## config.mk

```make
export PLATFORM = sky130hd
export DESIGN_NAME = tcw_ctrl
export DESIGN_NICKNAME = d
export VERILOG_FILES = /design/src/hw/rtl/tcw_pkg.sv /design/src/hw/rtl/tcw_ctrl.sv
export SDC_FILE = /design/constraint.sdc
export NUM_CORES = 1
export LEC_CHECK = 0
export CORE_UTILIZATION = 60
export DETAILED_ROUTE_END_ITERATION = 6
export DONT_BUFFER_PORTS = 1
export PLACE_DENSITY = 0.76
export SYNTH_ARGS = -nofsm -noshare
export SYNTH_HDL_FRONTEND = slang
export SYNTH_SLANG_ARGS = --single-unit
```

## constraint.sdc

```tcl
create_clock -name clock -period 3.5 [get_ports clock]
set_input_delay 0.525 -clock clock [delete_from_list [all_inputs] [get_ports clock]]
set_output_delay 0.525 -clock clock [all_outputs]
set_load 0.1 [all_outputs]
```

## src/hw/rtl/tcw_pkg.sv

```systemverilog
`timescale 1ns / 1ps
// ----------------------------------------------------------------------------
// tcw_pkg
// Shared types and constants for the text console writer.
// ----------------------------------------------------------------------------
package tcw_pkg;

   localparam int COLS_DEFAULT = 80;
   localparam int ROWS_DEFAULT = 25;
   localparam int CELL_W       = 16;
   localparam int CSR_IDX_W    = 1;

   localparam logic [7:0] NEWLINE_CODE      = 8'd10;
   localparam logic [7:0] SPACE_CODE        = 8'd32;
   localparam logic [7:0] DEFAULT_ATTR_RST  = 8'd1;
   localparam logic [7:0] CLEAR_ATTR_RST    = 8'd15;

   localparam logic [CSR_IDX_W-1:0] CSR_DEFAULT_ATTR = 1'd0;
   localparam logic [CSR_IDX_W-1:0] CSR_CLEAR_ATTR   = 1'd1;

   typedef enum logic [2:0] {
      CMD_WRITE      = 3'd0,
      CMD_WRITE_AT   = 3'd1,
      CMD_CLEAR      = 3'd2,
      CMD_READ       = 3'd3,
      CMD_SET_CURSOR = 3'd4
   } cmd_type;

   typedef enum logic [2:0] {
      ST_IDLE,
      ST_EXEC,
      ST_READ,
      ST_SCROLL,
      ST_FILL
   } state_type;

   typedef struct packed {
      logic [7:0] default_attribute;
      logic [7:0] clear_attribute;
   } cfg_type;

endpackage

```

## src/hw/rtl/tcw_ctrl.sv

```systemverilog
`timescale 1ns / 1ps
// ----------------------------------------------------------------------------
// tcw_ctrl
// Command sequencer: cursor, cell addressing, scroll copy and fill sweeps,
// and the result beat.
// ----------------------------------------------------------------------------
module tcw_ctrl #(
   parameter  int COLS  = tcw_pkg::COLS_DEFAULT,
   parameter  int ROWS  = tcw_pkg::ROWS_DEFAULT,
   localparam int CELLS = COLS * ROWS,
   localparam int AW    = $clog2(CELLS)
) (
   input  logic                       clock,
   input  logic                       reset,
   input  tcw_pkg::cfg_type           cfg,
   input  logic                       start,
   output logic                       busy,
   input  logic [2:0]                 req_cmd,
   input  logic [7:0]                 req_char_code,
   input  logic [6:0]                 req_column,
   input  logic [4:0]                 req_line,
   input  logic [7:0]                 req_attribute,
   output logic                       rsp_valid,
   output logic [6:0]                 rsp_cursor_column,
   output logic [4:0]                 rsp_cursor_line,
   output logic                       rsp_scrolled,
   output logic [7:0]                 rsp_cell_char,
   output logic [7:0]                 rsp_cell_attribute,
   output logic                       mem_wr_en,
   output logic [AW-1:0]              mem_wr_addr,
   output logic [tcw_pkg::CELL_W-1:0] mem_wr_data,
   output logic                       mem_rd_en,
   output logic [AW-1:0]              mem_rd_addr,
   input  logic [tcw_pkg::CELL_W-1:0] mem_rd_data
);
   import tcw_pkg::*;

   localparam int CW = $clog2(COLS);
   localparam int RW = $clog2(ROWS);

   state_type         state_ff, state_in;
   logic [2:0]        cmd_ff, cmd_in;
   logic [7:0]        char_ff, char_in;
   logic [7:0]        attr_ff, attr_in;
   logic [CW-1:0]     tcol_ff, tcol_in;
   logic [RW-1:0]     trow_ff, trow_in;
   logic [CW-1:0]     col_ff, col_in;
   logic [RW-1:0]     row_ff, row_in;
   logic [AW-1:0]     cnt_ff, cnt_in;
   logic [AW-1:0]     wa_ff, wa_in;
   logic              wv_ff, wv_in;
   logic [CELL_W-1:0] fill_ff, fill_in;
   logic              scroll_ff, scroll_in;

   logic              rsp_valid_ff, rsp_valid_in;
   logic [6:0]        rsp_col_ff, rsp_col_in;
   logic [4:0]        rsp_row_ff, rsp_row_in;
   logic              rsp_scr_ff, rsp_scr_in;
   logic [7:0]        rsp_char_ff, rsp_char_in;
   logic [7:0]        rsp_attr_ff, rsp_attr_in;

   logic              accept;
   logic [CW-1:0]     col_sat;
   logic [RW-1:0]     row_sat;
   logic [AW-1:0]     pos;
   logic [7:0]        attr_eff;
   logic              is_nl;
   logic              col_last;
   logic              row_last;
   logic              respond;

   assign busy   = state_ff != ST_IDLE;
   assign accept = start && !busy;

   assign col_sat = (32'(req_column) >= COLS) ? CW'(COLS - 1) : CW'(req_column);
   assign row_sat = (32'(req_line) >= ROWS) ? RW'(ROWS - 1) : RW'(req_line);

   assign pos      = AW'(trow_ff) * AW'(COLS) + AW'(tcol_ff);
   assign attr_eff = (attr_ff == 8'd0) ? cfg.default_attribute : attr_ff;
   assign is_nl    = char_ff == NEWLINE_CODE;
   assign col_last = tcol_ff == CW'(COLS - 1);
   assign row_last = trow_ff == RW'(ROWS - 1);

   always_ff @(posedge clock) begin
      if (reset) begin
         state_ff     <= ST_IDLE;
         col_ff       <= '0;
         row_ff       <= '0;
         wv_ff        <= 1'b0;
         rsp_valid_ff <= 1'b0;
      end else begin
         state_ff     <= state_in;
         col_ff       <= col_in;
         row_ff       <= row_in;
         wv_ff        <= wv_in;
         rsp_valid_ff <= rsp_valid_in;
      end
   end

   always_ff @(posedge clock) begin
      cmd_ff      <= cmd_in;
      char_ff     <= char_in;
      attr_ff     <= attr_in;
      tcol_ff     <= tcol_in;
      trow_ff     <= trow_in;
      cnt_ff      <= cnt_in;
      wa_ff       <= wa_in;
      fill_ff     <= fill_in;
      scroll_ff   <= scroll_in;
      rsp_col_ff  <= rsp_col_in;
      rsp_row_ff  <= rsp_row_in;
      rsp_scr_ff  <= rsp_scr_in;
      rsp_char_ff <= rsp_char_in;
      rsp_attr_ff <= rsp_attr_in;
   end

   always_comb begin
      state_in    = state_ff;
      cmd_in      = cmd_ff;
      char_in     = char_ff;
      attr_in     = attr_ff;
      tcol_in     = tcol_ff;
      trow_in     = trow_ff;
      col_in      = col_ff;
      row_in      = row_ff;
      cnt_in      = cnt_ff;
      wa_in       = wa_ff;
      wv_in       = 1'b0;
      fill_in     = fill_ff;
      scroll_in   = scroll_ff;
      respond     = 1'b0;
      rsp_scr_in  = 1'b0;
      rsp_char_in = 8'd0;
      rsp_attr_in = 8'd0;
      mem_wr_en   = 1'b0;
      mem_wr_addr = pos;
      mem_wr_data = {attr_eff, char_ff};
      mem_rd_en   = 1'b0;
      mem_rd_addr = pos;

      case (state_ff)
         ST_IDLE: begin
            if (accept) begin
               cmd_in  = req_cmd;
               char_in = req_char_code;
               attr_in = req_attribute;
               if (req_cmd == CMD_WRITE) begin
                  tcol_in = col_ff;
                  trow_in = row_ff;
               end else begin
                  tcol_in = col_sat;
                  trow_in = row_sat;
               end
               state_in = ST_EXEC;
            end
         end
         ST_EXEC: begin
            case (cmd_ff)
               CMD_WRITE, CMD_WRITE_AT: begin
                  mem_wr_en = !is_nl;
                  if (is_nl || col_last) begin
                     col_in = '0;
                     if (row_last) begin
                        row_in    = trow_ff;
                        cnt_in    = AW'(COLS);
                        scroll_in = 1'b1;
                        state_in  = ST_SCROLL;
                     end else begin
                        row_in   = trow_ff + 1'b1;
                        respond  = 1'b1;
                        state_in = ST_IDLE;
                     end
                  end else begin
                     col_in   = tcol_ff + 1'b1;
                     row_in   = trow_ff;
                     respond  = 1'b1;
                     state_in = ST_IDLE;
                  end
               end
               CMD_CLEAR: begin
                  col_in    = '0;
                  row_in    = '0;
                  cnt_in    = '0;
                  fill_in   = {cfg.clear_attribute, SPACE_CODE};
                  scroll_in = 1'b0;
                  state_in  = ST_FILL;
               end
               CMD_READ: begin
                  mem_rd_en = 1'b1;
                  state_in  = ST_READ;
               end
               CMD_SET_CURSOR: begin
                  col_in   = tcol_ff;
                  row_in   = trow_ff;
                  respond  = 1'b1;
                  state_in = ST_IDLE;
               end
               default: begin
                  respond  = 1'b1;
                  state_in = ST_IDLE;
               end
            endcase
         end
         ST_READ: begin
            respond     = 1'b1;
            rsp_char_in = mem_rd_data[7:0];
            rsp_attr_in = mem_rd_data[15:8];
            state_in    = ST_IDLE;
         end
         ST_SCROLL: begin
            mem_rd_en   = 1'b1;
            mem_rd_addr = cnt_ff;
            wa_in       = cnt_ff - AW'(COLS);
            wv_in       = 1'b1;
            mem_wr_en   = wv_ff;
            mem_wr_addr = wa_ff;
            mem_wr_data = mem_rd_data;
            if (cnt_ff == AW'(CELLS - 1)) begin
               cnt_in   = AW'(CELLS - COLS);
               fill_in  = '0;
               state_in = ST_FILL;
            end else begin
               cnt_in = cnt_ff + 1'b1;
            end
         end
         ST_FILL: begin
            mem_wr_en = 1'b1;
            if (wv_ff) begin
               // last copy beat of the scroll still in flight
               mem_wr_addr = wa_ff;
               mem_wr_data = mem_rd_data;
            end else begin
               mem_wr_addr = cnt_ff;
               mem_wr_data = fill_ff;
               cnt_in      = cnt_ff + 1'b1;
               if (cnt_ff == AW'(CELLS - 1)) begin
                  respond    = 1'b1;
                  rsp_scr_in = scroll_ff;
                  state_in   = ST_IDLE;
               end
            end
         end
         default: begin
            state_in = ST_IDLE;
         end
      endcase

      rsp_valid_in = respond;
      rsp_col_in   = 7'(col_in);
      rsp_row_in   = 5'(row_in);
   end

   assign rsp_valid          = rsp_valid_ff;
   assign rsp_cursor_column  = rsp_col_ff;
   assign rsp_cursor_line    = rsp_row_ff;
   assign rsp_scrolled       = rsp_scr_ff;
   assign rsp_cell_char      = rsp_char_ff;
   assign rsp_cell_attribute = rsp_attr_ff;

endmodule
```

==> key figures, run 1 <==
Logic synthesis
  • Synth Register Bits: 109
  • Post-synthesis cell area: 0.00532 mm^2
  • Largest family of logic cells by synthesized area: simple AND/OR/NAND/NOR gates
  • Mean post-synth cell area: 10.2 um^2
  • Ys Warns: 0
  • Post-synth EDFFs: 63
  • Sequential fraction of the synthesis area: 0.528
  • Compound-Gate Fraction of Synth Area: 0.160
  • Mapped Cells: 523
  • Main synth FF type: edfxtp_1
  • Multiplexer share of the synthesized area: 0.00188
  • Share of flip-flops with an asynchronous set or reset after synthesis: 0
  • XOR/XNOR Fraction of Synth Area: 0.0378
  • Largest area contributor in the netlist: edfxtp_1
  • Area share of and/or/nand/nor cells after synthesis: 0.187
  • Syn Nets: 607
  • Top-area cell type share of the netlist area: 0.355
  • Adder-Cell Fraction of Synth Area: 0.0451
  • Post-synthesis cell type count: 56
  • Synth top area cells: edfxtp_1 36%, dfxtp_1 17%, nand2_1 4.4%

STA
  • RSZ-0062 raised after global routing: false
  • Setup WS post-layout: 0.110 ns
  • Max Clock Skew: 0.0119 ns
  • Fin. Hold Viols: 0
  • Final Cycle Share: 0.968
  • Fin. max-slew vios: 0
  • F_max: 295 MHz
  • Final setup vio count: 0
  • Rel. slew slack: 0.353
  • Setup_tns: 0 ns
  • Slew @ Worst Pin: 0.969 ns
  • Final min period: 3.39 ns

Floorplan
  • Die Span X: 96.2 um
  • Die height: 96.2 um
  • Die Footprint: 0.00925 mm^2
  • Initial Utilization: 0.635
  • Core Rows: 33
  • IO Pins: 137
  • Core Footprint: 0.00838 mm^2

Clock network
  • Clk slew on worst S/H paths: 0.11 ns
  • H-tree depth: 3
  • Clk buf depth: 2
  • Root Driver: clkbuf_8
  • Worst-Skew Late Latency: 0.38 ns
  • Hold_buf cts: 0
  • # clock sinks: 109
  • Num CTS Buffers: 9
  • CTS tree: done

Placement
  • PortBufs: 0
  • Placed wire-length estimate: 9.47 mm
  • Routability congestion estimate: 0.870
  • Setup slack at placement: 0.301 ns

Routing
  • WL/cell: 18.6 um
  • DRT antenna net count: 0
  • Final WL: 12.6 mm
  • Initial DRC Count: 243
  • Final routed DRC violation total: 0
  • Drt via density: 6.10
  • Via count: 4124
  • Detailed Routing Iterations Pass 1: 7

Global route
  • Vias in the first global route: 3972
  • Antenna violations before repair: 1
  • Gr usage total: 0.278
  • Global-route wire length before repair: 19.3 mm
  • Gr ovfl total: 0
  • Largest net degree at the start of global routing: 28

Worst setup path
  • Data required, critical path: 2.97 ns
  • Worst setup SP type: flip-flop
  • Worst Setup End Kind: output pin
  • Worst Path Max Fanout: 3
  • Setup CP Type: flip-flop to output pin
  • R2R Setup Slk: 0.85 ns
  • Signal arrival time at the worst endpoint: 2.86 ns

Status
  • Status: complete, no violations

Worst hold path
  • Worst min path class: input port to flip-flop

Pwr
  • Max VDD drop: 0.313 mV
  • P_leak: 2.51 nW
  • Pwr/cell area: 542 mW/mm^2

Job
  • Max-cap viol count: 0

Finish
  • Util after Layout: 0.763
  • Fraction of layout cells with a size suffix above 1: 0.189
  • # nets final: 649
  • Layout area overhead: 20.1%
==> critical path, stage by stage, from the launching register on <==
cell and delay, ns:
edfxtp_1 0.42, ha_1 0.32, ha_1 0.24, fa_2 0.57
o2111ai_1 0.13, xor2_1 0.19, xnor2_2 0.18, a21oi_2 0.23
buf_12 0.20
==> cell usage in the layout (no fill, tap or decap), types with 4 or more instances in the layout <==
cell      Yosys  routed
edfxtp_1     63      63
nand2_1      62      62
dfxtp_1      46      46
nor2_1       42      40
buf_4         0      32
inv_1        27      27
and2_1       26      26
buf_12        0      25
a21oi_1      24      21
o21ai_2       0      17
ha_1         16      16
nand3_1      14      14
o21ai_0      31      14
nor2b_1      13      13
a222oi_1     13      13
xor2_1       12      11
xnor2_1      11      10
clkbuf_8      0       9
nor3_1        8       8
a22o_1        7       7
a22oi_1       6       6
or3_1         5       5
nor4_1        5       5
o22a_1        5       5
and3_1        4       4
a21o_1        4       4
nand2b_1      4       4
a21oi_2       1       4
==> power breakdown <==
| group | internal (mW) | switching [mW] |
|---|---|---|
| Combinational | 0.333 | 0.792 |
| Clock | 0.321 | 0.460 |
| Sequential | 1.41 | 0.151 |
==> cell type report <==
| cell class | instances | area (um^2) |
|---|---|---|
| antenna | 1 | 2.50 |
| clock buffer | 10 | 149 |
| clock inverter | 6 | 61.3 |
| fill | 574 | 1990 |
| inverter | 27 | 101 |
| multi-input combinational | 361 | 2400 |
| sequential | 109 | 2810 |
| tap | 105 | 131 |
| timing repair buffer | 57 | 741 |
==> routing by layer <==
metal  GRT usage  routed length (um)  vias to the layer above  share of wire
met5           0                   0                        -              0
met4       0.128                 206                        0          0.016
met3      0.0545                1050                       19          0.084
met2       0.482                6420                      180           0.51
met1       0.333                4910                     1945           0.39
li1            -                   -                     1980              -
==> worst paths after layout <==
check	from	to	depth (start not counted)
worst max-delay path	trow_ff[1]	mem_rd_addr[10]	8
worst min-delay path	reset	col_ff[0]	1
worst max register to register	tcol_ff[1]	cnt_ff[1]	7
worst min register to register	row_ff[4]	rsp_cursor_line[4]	2
==> flip-flops by register name, indices dropped and copies added (netlist names) <==
name and count:
attr_ff 8, trow_ff 5, wv_ff 1, cmd_ff 3
wa_ff 11, col_ff 7, rsp_valid 1, rsp_cursor_line 5
state_ff 3, char_ff 8, tcol_ff 7, cnt_ff 11
scroll_ff 1, rsp_cell_attribute 8, rsp_cursor_column 7, row_ff 5
fill_ff 9, rsp_scrolled 1, rsp_cell_char 8
==> cell usage after synthesis (11+ instances only) <==
library cell / number
edfxtp_1: 63
nand2_1: 62
dfxtp_1: 46
nor2_1: 42
o21ai_0: 31
inv_1: 27
and2_1: 26
a21oi_1: 24
clkbuf_1: 21
ha_1: 16
nand3_1: 14
a222oi_1: 13
nor2b_1: 13
xor2_1: 12
xnor2_1: 11
==> metrics by stage <==
step                hold slack, ns  area, um^2  power, mW  instances
global placement             0.453        6140       2.69        656
floorplan                    0.424        5340       2.37        523
finish                       0.198        6400       3.47        676
detailed placement           0.477        6140       2.70        656
global route                 0.178        6400       3.56        676
CTS                          0.188        6380       3.47        674
==> logic make-up (layout without fill, tap and decap cells) <==
family	count (synthesis)	in the layout
and+or+nand+nor	199	199
AOI/OAI and AO/OA	120	120
DFF	109	109
buffers and inverters	53	100
xor gates and xnor gates	23	23
adders and majority gates	18	18
muxes	1	1
other	0	1
==> repair_timing <==
action	CTS	global route
gates resized for setup	1	2
cloned	0	0
endpoints found under the setup margin	2	2
endpoints found under the hold margin	0	0
setup buffers	2	1
pin swaps	2	3
Power figures use the tool's default switching activity.
==> run 2, diff against run 1 <==
--- a/config.mk
+++ b/config.mk
@@ -5,10 +5,11 @@
 export SDC_FILE = /design/constraint.sdc
 export NUM_CORES = 1
 export LEC_CHECK = 0
-export CORE_UTILIZATION = 60
+export BUFFER_PORTS_ARGS = -buffer_cell sky130_fd_sc_hd__clkbuf_2
+export CORE_UTILIZATION = 53
+export CTS_CLUSTER_DIAMETER = 120
 export DETAILED_ROUTE_END_ITERATION = 6
-export DONT_BUFFER_PORTS = 1
-export PLACE_DENSITY = 0.76
+export PLACE_DENSITY_LB_ADDON = 0.3
 export SYNTH_ARGS = -nofsm -noshare
 export SYNTH_HDL_FRONTEND = slang
 export SYNTH_SLANG_ARGS = --single-unit
==> run 2 against run 1 <==
Effect of this change:
- core utilization shrank 6.2 points
- worst hold slack gained 0.11 ns
- combinational power grew 14%
- via count grew 11%
- cell area grew 7.1%
- non-clock buffer count grew 97
- power grew 0.41%
- largest power group unchanged
- setup slack lost 0.080 ns
- clock power shrank 4.4%
- critical endpoint unchanged
- highest routed layer unchanged
- sequential power shrank 7%
==> key figures, run 2 (synthesis gave the netlist of run 1 again) <==
Status
  • Status: complete, no violations (unchanged)

Routing
  • Initial DRC Count: 285 (was 243)
  • Final routed DRC violation total: 0 (unchanged)
  • Drt via density: 5.73 (was 6.10)
  • Detailed Routing Iterations Pass 1: 5 (was 7)
  • Via count: 4580 (was 4124)
  • WL/cell: 17.1 um (was 18.6 um)
  • Final WL: 13.7 mm (was 12.6 mm)
  • DRT antenna net count: 0 (unchanged)

Clock network
  • CTS tree: done (unchanged)
  • H-tree depth: 3 (unchanged)
  • Hold_buf cts: 0 (unchanged)
  • Clk buf depth: 2 (unchanged)
  • Num CTS Buffers: 9 (unchanged)
  • Root Driver: clkbuf_8 (unchanged)
  • Worst-Skew Late Latency: 0.38 ns (about the same)
  • Clk slew on worst S/H paths: 0.11 ns (about the same)
  • # clock sinks: 109 (unchanged)

Global route
  • Largest net degree at the start of global routing: 25 (was 28)
  • Global-route wire length before repair: 21.6 mm (was 19.3 mm)
  • Antenna violations before repair: 0 (was 1)
  • Gr usage total: 0.271 (was 0.278)
  • Gr ovfl total: 0 (unchanged)
  • Vias in the first global route: 4410 (was 3972)

Worst hold path
  • Hold depth: 1 (unchanged)
  • Hold EP: char_ff[2] (was col_ff[0])
  • Hold path startpoint: req_char_code[2] (was reset)
  • Worst min path class: input port to flip-flop (unchanged)

Worst setup path
  • R2R Path End: cnt_ff[8] (was cnt_ff[1])
  • Setup CP Type: flip-flop to output pin (unchanged)
  • Most common cell on crit path: xor2_2 (was ha_1)
  • Worst Path Max Fanout: 2 (was 3)
  • Data required, critical path: 2.97 ns (about the same)
  • Worst Setup End Kind: output pin (unchanged)
  • Worst r2r src: tcol_ff[0] (was tcol_ff[1])
  • Crit path cell chain: ha_1 -> ha_2 -> fa_2 -> xor2_2 -> o2111ai_2 -> xor2_2 -> xnor2_2 -> a21oi_2 -> buf_12 (was ha_1 -> ha_1 -> fa_2 -> o2111ai_1 -> xor2_1 -> xnor2_2 -> a21oi_2 -> buf_12)
  • R2R Setup Slk: 0.84 ns (was 0.85 ns)
  • R2R depth: 7 (unchanged)
  • Signal arrival time at the worst endpoint: 2.94 ns (was 2.86 ns)
  • Worst setup SP type: flip-flop (unchanged)
  • CP max stage delay: 0.42 ns (was 0.57 ns)
  • Max stage delay cell, worst path: fa_2 (unchanged)

Finish
  • Commonest non-fill, non-tap cell in the layout: clkbuf_2 (was edfxtp_1)
  • Regs by FF count: cnt_ff: 11 flops, wa_ff: 11 flops, fill_ff: 9 flops (unchanged)
  • Fin cells: 800 (was 676)
  • Inserted Diodes: 0 (was 1)
  • Layout area overhead: 28.7% (was 20.1%)
  • Fraction of layout cells with a size suffix above 1: 0.289 (was 0.189)
  • Most frequent cells in the layout: 108 x clkbuf_2, 63 x edfxtp_1, 62 x nand2_1 (was 63 x edfxtp_1, 62 x nand2_1, 46 x dfxtp_1)
  • FF+latch area: 0.00281 mm^2 (unchanged)
  • Fill cell count: 719 (was 574)
  • Footprint of the multi-input gates: 0.00236 mm^2 (was 0.00240 mm^2)
  • # nets final: 746 (was 649)

STA
  • Rel. slew slack: 0.411 (was 0.353)
  • Max Clock Skew: 0.0149 ns (was 0.0119 ns)
  • Final min period: 3.47 ns (was 3.39 ns)
  • Slew @ Worst Pin: 0.883 ns (was 0.969 ns)
  • Setup WS post-layout: 0.0308 ns (was 0.110 ns)
  • Final Cycle Share: 0.991 (was 0.968)
  • Worst hold slack: 0.310 ns (was 0.198 ns)
  • Fin. Hold Viols: 0 (unchanged)
  • F_max: 288 MHz (was 295 MHz)
  • Final setup vio count: 0 (unchanged)
  • Fin. max-slew vios: 0 (unchanged)

Pwr
  • P_leak: 2.89 nW (was 2.51 nW)
  • Pwr/cell area: 508 mW/mm^2 (was 542 mW/mm^2)
  • Max VDD drop: 0.321 mV (was 0.313 mV)
  • Total Power: 3.48 mW (was 3.47 mW)

Job
  • Max-cap viol count: 0 (unchanged)

Placement
  • Placed cells: 780 (was 656)
  • Routability congestion estimate: 0.890 (was 0.870)
  • Setup slack at placement: 0.328 ns (was 0.301 ns)
  • PortBufs: 136 (was 0)
  • Placed wire-length estimate: 10.2 mm (was 9.47 mm)

Floorplan
  • Initial Utilization: 0.545 (was 0.635)
  • Die Span X: 102 um (was 96.2 um)
  • IO Pins: 137 (unchanged)
  • Core Rows: 36 (was 33)
  • Die height: 102 um (was 96.2 um)
  • Core Footprint: 0.00977 mm^2 (was 0.00838 mm^2)
  • Die Footprint: 0.0105 mm^2 (was 0.00925 mm^2)
-- run 2: changes by cell type in the layout (fill, tap and decap cells not counted), moves of 2 or more --
cell / previous run / this run
o21ai_2: 17 / 4
clkbuf_2: 0 / 108
o21ai_0: 14 / 16
buf_12: 25 / 27
o21ai_1: 2 / 13
buf_4: 32 / 19
-- run 2: routing by layer --
metal  up-vias  track usage  wire length, um
met5         -            0                0
met4         0        0.113              325
met3        31       0.0492             1030
met2       220        0.475             6790
met1      2163        0.327             5530
li1       2166            -                -
-- run 2: cell type report --
type                    count  share of cell area
clock buffers               9              0.0181
clock inverters             7             0.00950
inverters                  27              0.0148
multi-input cells         361               0.344
flip-flops and latches    109               0.411
well taps                 133              0.0243
repair buffers            154               0.179
-- run 2: repair_timing --
item,in CTS,in global routing
buffers inserted,3,1
endpoints found under the setup margin,2,2
gates resized for setup,2,5
pin swaps,0,6
-- run 2: worst max path at each step --
stage                           from              end  slack [ns]  depth (start not counted)
after global placement    trow_ff[1]  mem_wr_addr[10]        0.37                          9
after global routing      trow_ff[1]  mem_rd_addr[10]       -0.07                          9
after CTS                 trow_ff[1]  mem_wr_addr[10]       0.007                          9
after floorplan           trow_ff[0]   mem_rd_addr[7]       -0.50                          5
final                     trow_ff[1]  mem_rd_addr[10]        0.03                          9
after detailed placement  trow_ff[1]  mem_wr_addr[10]        0.33                          9
-- run 2: worst max-delay path, delay by kind of cell (launching register included) --
family	cells	cell delay (ns)
DFF	1	0.41
buffers and inverters	1	0.20
adders and majority gates	3	0.95
xor gates and xnor gates	3	0.64
AOI/OAI and AO/OA	2	0.38
-- run 2: where the power goes --
part	internal (mW)	switching (mW)	total, mW	leakage [nW]
registers	1.41	0.0420	1.45	0.964
clock network	0.277	0.470	0.747	0.0943
logic	0.354	0.927	1.28	1.83
total	2.04	1.44	3.48	2.89
-- run 2: per-stage QoR --
step	TNS [ns]	area, um^2	utilization
CTS	0	6820	0.698
floorplan	-1.43	5340	-
finish	0	6850	0.701
global placement	0	6600	0.675
global route	-0.138	6850	0.701
detailed placement	0	6600	0.675
==> run 3, diff against run 2 <==
==> constraint.sdc (replaced) <==
create_clock -name clock -period 3.5 [get_ports clock]
set_input_delay 0.35 -clock clock [delete_from_list [all_inputs] [get_ports clock]]
set_output_delay 0.35 -clock clock [all_outputs]
set_load 0.1 [all_outputs]
==> run 3 against run 2 <==
Effect of this change:
- setup slack worse by 0.036 ns
- clock-buffer cell count increased by 1
- critical path type unchanged
- largest power group unchanged
- maximum frequency fell by 1.0%
- first-iteration DRC count shrank 2.8%
- the flow now finishes with violations (setup timing)
- die area did not move
- sequential share of layout area rose by 0.89 points
- clock skew grew 0.0062 ns
==> key figures, run 3 (synthesis gave the netlist of run 1 again) <==
Finish
  • Inserted Diodes: 0 (unchanged)
  • Layout area overhead: 26.0% (was 28.7%)
  • Most frequent cells in the layout: 112 x clkbuf_2, 63 x edfxtp_1, 62 x nand2_1 (was 108 x clkbuf_2, 63 x edfxtp_1, 62 x nand2_1)
  • Footprint of the multi-input gates: 0.00233 mm^2 (was 0.00236 mm^2)
  • # nets final: 742 (was 746)
  • FF+latch area: 0.00281 mm^2 (unchanged)
  • Fraction of layout cells with a size suffix above 1: 0.271 (was 0.289)
  • Regs by FF count: cnt_ff: 11 flops, wa_ff: 11 flops, fill_ff: 9 flops (unchanged)
  • Fill cell count: 770 (was 719)
  • Commonest non-fill, non-tap cell in the layout: clkbuf_2 (unchanged)

Pwr
  • Pwr/cell area: 503 mW/mm^2 (was 508 mW/mm^2)
  • Max VDD drop: 0.363 mV (was 0.321 mV)
  • P_leak: 2.84 nW (was 2.89 nW)

Global route
  • Global-route wire length before repair: 20.8 mm (was 21.6 mm)
  • Gr usage total: 0.261 (was 0.271)
  • Largest net degree at the start of global routing: 32 (was 25)
  • Antenna violations before repair: 0 (unchanged)
  • Vias in the first global route: 4258 (was 4410)
  • Gr ovfl total: 0 (unchanged)

Floorplan
  • Die height: 102 um (unchanged)
  • IO Pins: 137 (unchanged)
  • Die Footprint: 0.0105 mm^2 (unchanged)
  • Die Span X: 102 um (unchanged)
  • Core Rows: 36 (unchanged)
  • Core Footprint: 0.00977 mm^2 (unchanged)
  • Initial Utilization: 0.545 (unchanged)

Worst setup path
  • CP startpoint: trow_ff[3] (was trow_ff[1])
  • Worst Setup End Kind: output pin (unchanged)
  • Setup CP Type: flip-flop to output pin (unchanged)
  • Signal arrival time at the worst endpoint: 3.16 ns (was 2.94 ns)
  • Worst r2r src: tcol_ff[0] (unchanged)
  • Worst setup SP type: flip-flop (unchanged)
  • Worst Path Max Fanout: 6 (was 2)
  • Data required, critical path: 3.15 ns (was 2.97 ns)

Worst hold path
  • Worst min path class: input port to flip-flop (unchanged)
  • Hold path startpoint: req_char_code[2] (unchanged)

Clock network
  • # clock sinks: 109 (unchanged)
  • Clk slew on worst S/H paths: 0.12 ns (was 0.11 ns)
  • Root Driver: clkbuf_8 (unchanged)
  • Worst-Skew Late Latency: 0.38 ns (about the same)
  • CTS tree: done (unchanged)
  • Hold_buf cts: 0 (unchanged)
  • Clk buf depth: 2 (unchanged)
  • Num CTS Buffers: 9 (unchanged)
  • H-tree depth: 3 (unchanged)

STA
  • Max Clock Skew: 0.0212 ns (was 0.0149 ns)
  • F_max: 285 MHz (was 288 MHz)
  • Rel. slew slack: 0.444 (was 0.411)
  • Fin. Hold Viols: 0 (unchanged)
  • Setup WS post-layout: -0.00520 ns (was 0.0308 ns)
  • Worst hold slack: 0.135 ns (was 0.310 ns)
  • Final Cycle Share: 1.00 (was 0.991)
  • Setup_tns: -0.00520 ns (was 0 ns)
  • Final min period: 3.51 ns (was 3.47 ns)
  • Final setup vio count: 1 (was 0)
  • Fin. max-slew vios: 0 (unchanged)
  • Slew @ Worst Pin: 0.827 ns (was 0.883 ns)

Routing
  • Final WL: 13.6 mm (was 13.7 mm)
  • Detailed Routing Iterations Pass 1: 7 (was 5)
  • WL/cell: 17.1 um (about the same)
  • Initial DRC Count: 277 (was 285)
  • Via count: 4532 (was 4580)
  • Drt via density: 5.69 (was 5.73)
  • Final routed DRC violation total: 0 (unchanged)
  • DRT antenna net count: 0 (unchanged)

Status
  • Violated checks: setup timing
  • Status: complete, but fails checks (was complete, no violations)

Placement
  • Placed wire-length estimate: 10.0 mm (was 10.2 mm)
  • PortBufs: 136 (unchanged)
  • Routability congestion estimate: 0.840 (was 0.890)

Job
  • Max-cap viol count: 0 (unchanged)
## run 3: cell count changes in the layout (fill, tap and decap cells not counted), moves of 2 or more
cell and change:
buf_12 -5, clkbuf_2 +4, buf_4 -3, o21ai_2 -3, o21ai_1 +2
## run 3: path summary, 6_finish.rpt
kind                         end  slack (ns)  depth (start not counted)
setup / recovery  mem_rd_addr[9]      -0.005                          8
hold / removal        char_ff[2]        0.13                          1
hold reg to reg     rsp_scrolled        0.47                          1
setup reg to reg       cnt_ff[1]        0.88                          7
## run 3: cell type report
cell class                      count  share of cell area
Multi-Input combinational cell    361               0.347
Clock buffer                       10              0.0190
Sequential cell                   109               0.419
Timing Repair Buffer              150               0.167
Tap cell                          133              0.0248
Inverter                           27              0.0151
Clock inverter                      6             0.00728
## run 3: timing repair
item                                    CTS  global route
hold endpoints to repair                  0             0
endpoints found under the setup margin    2             3
gates cloned                              0             0
buffers inserted                          0             4
pin swaps                                 0             2
gates resized for setup                   2             7
## run 3: report_power, final
| part | internal (mW) | switching (mW) | leakage (nW) |
|---|---|---|---|
| Combinational | 0.295 | 0.906 | 1.79 |
| Sequential | 1.41 | 0.0481 | 0.964 |
| Clock | 0.267 | 0.442 | 0.0864 |
## run 3: critical path: stages, from the launching register on
cell      delay [ns]
edfxtp_1        0.51
ha_1            0.35
ha_1            0.25
fa_1            0.43
xor2_2          0.21
buf_4           0.14
xnor2_1         0.17
o21ai_0         0.22
clkbuf_2        0.50
## run 3: stage by stage
step	power [mW]	setup slack, ns	utilization	std cells	cell area, um^2
after global routing	3.49	-0.107	0.686	796	6710
after global placement	2.63	0.520	0.661	776	6460
after floorplan	2.36	-0.721	-	523	5330
final	3.37	-0.00520	0.686	796	6710
after detailed placement	2.65	0.391	0.661	776	6460
after CTS	3.34	0.00304	0.680	792	6640
## run 3: metal layers
| metal | up-vias | global-route usage | part of all wire |
|---|---|---|---|
| li1 | 2159 | - | - |
| met1 | 2061 | 0.329 | 0.40 |
| met2 | 270 | 0.443 | 0.49 |
| met3 | 42 | 0.0465 | 0.091 |
| met4 | 0 | 0.108 | 0.022 |
| met5 | - | 0 | 0 |
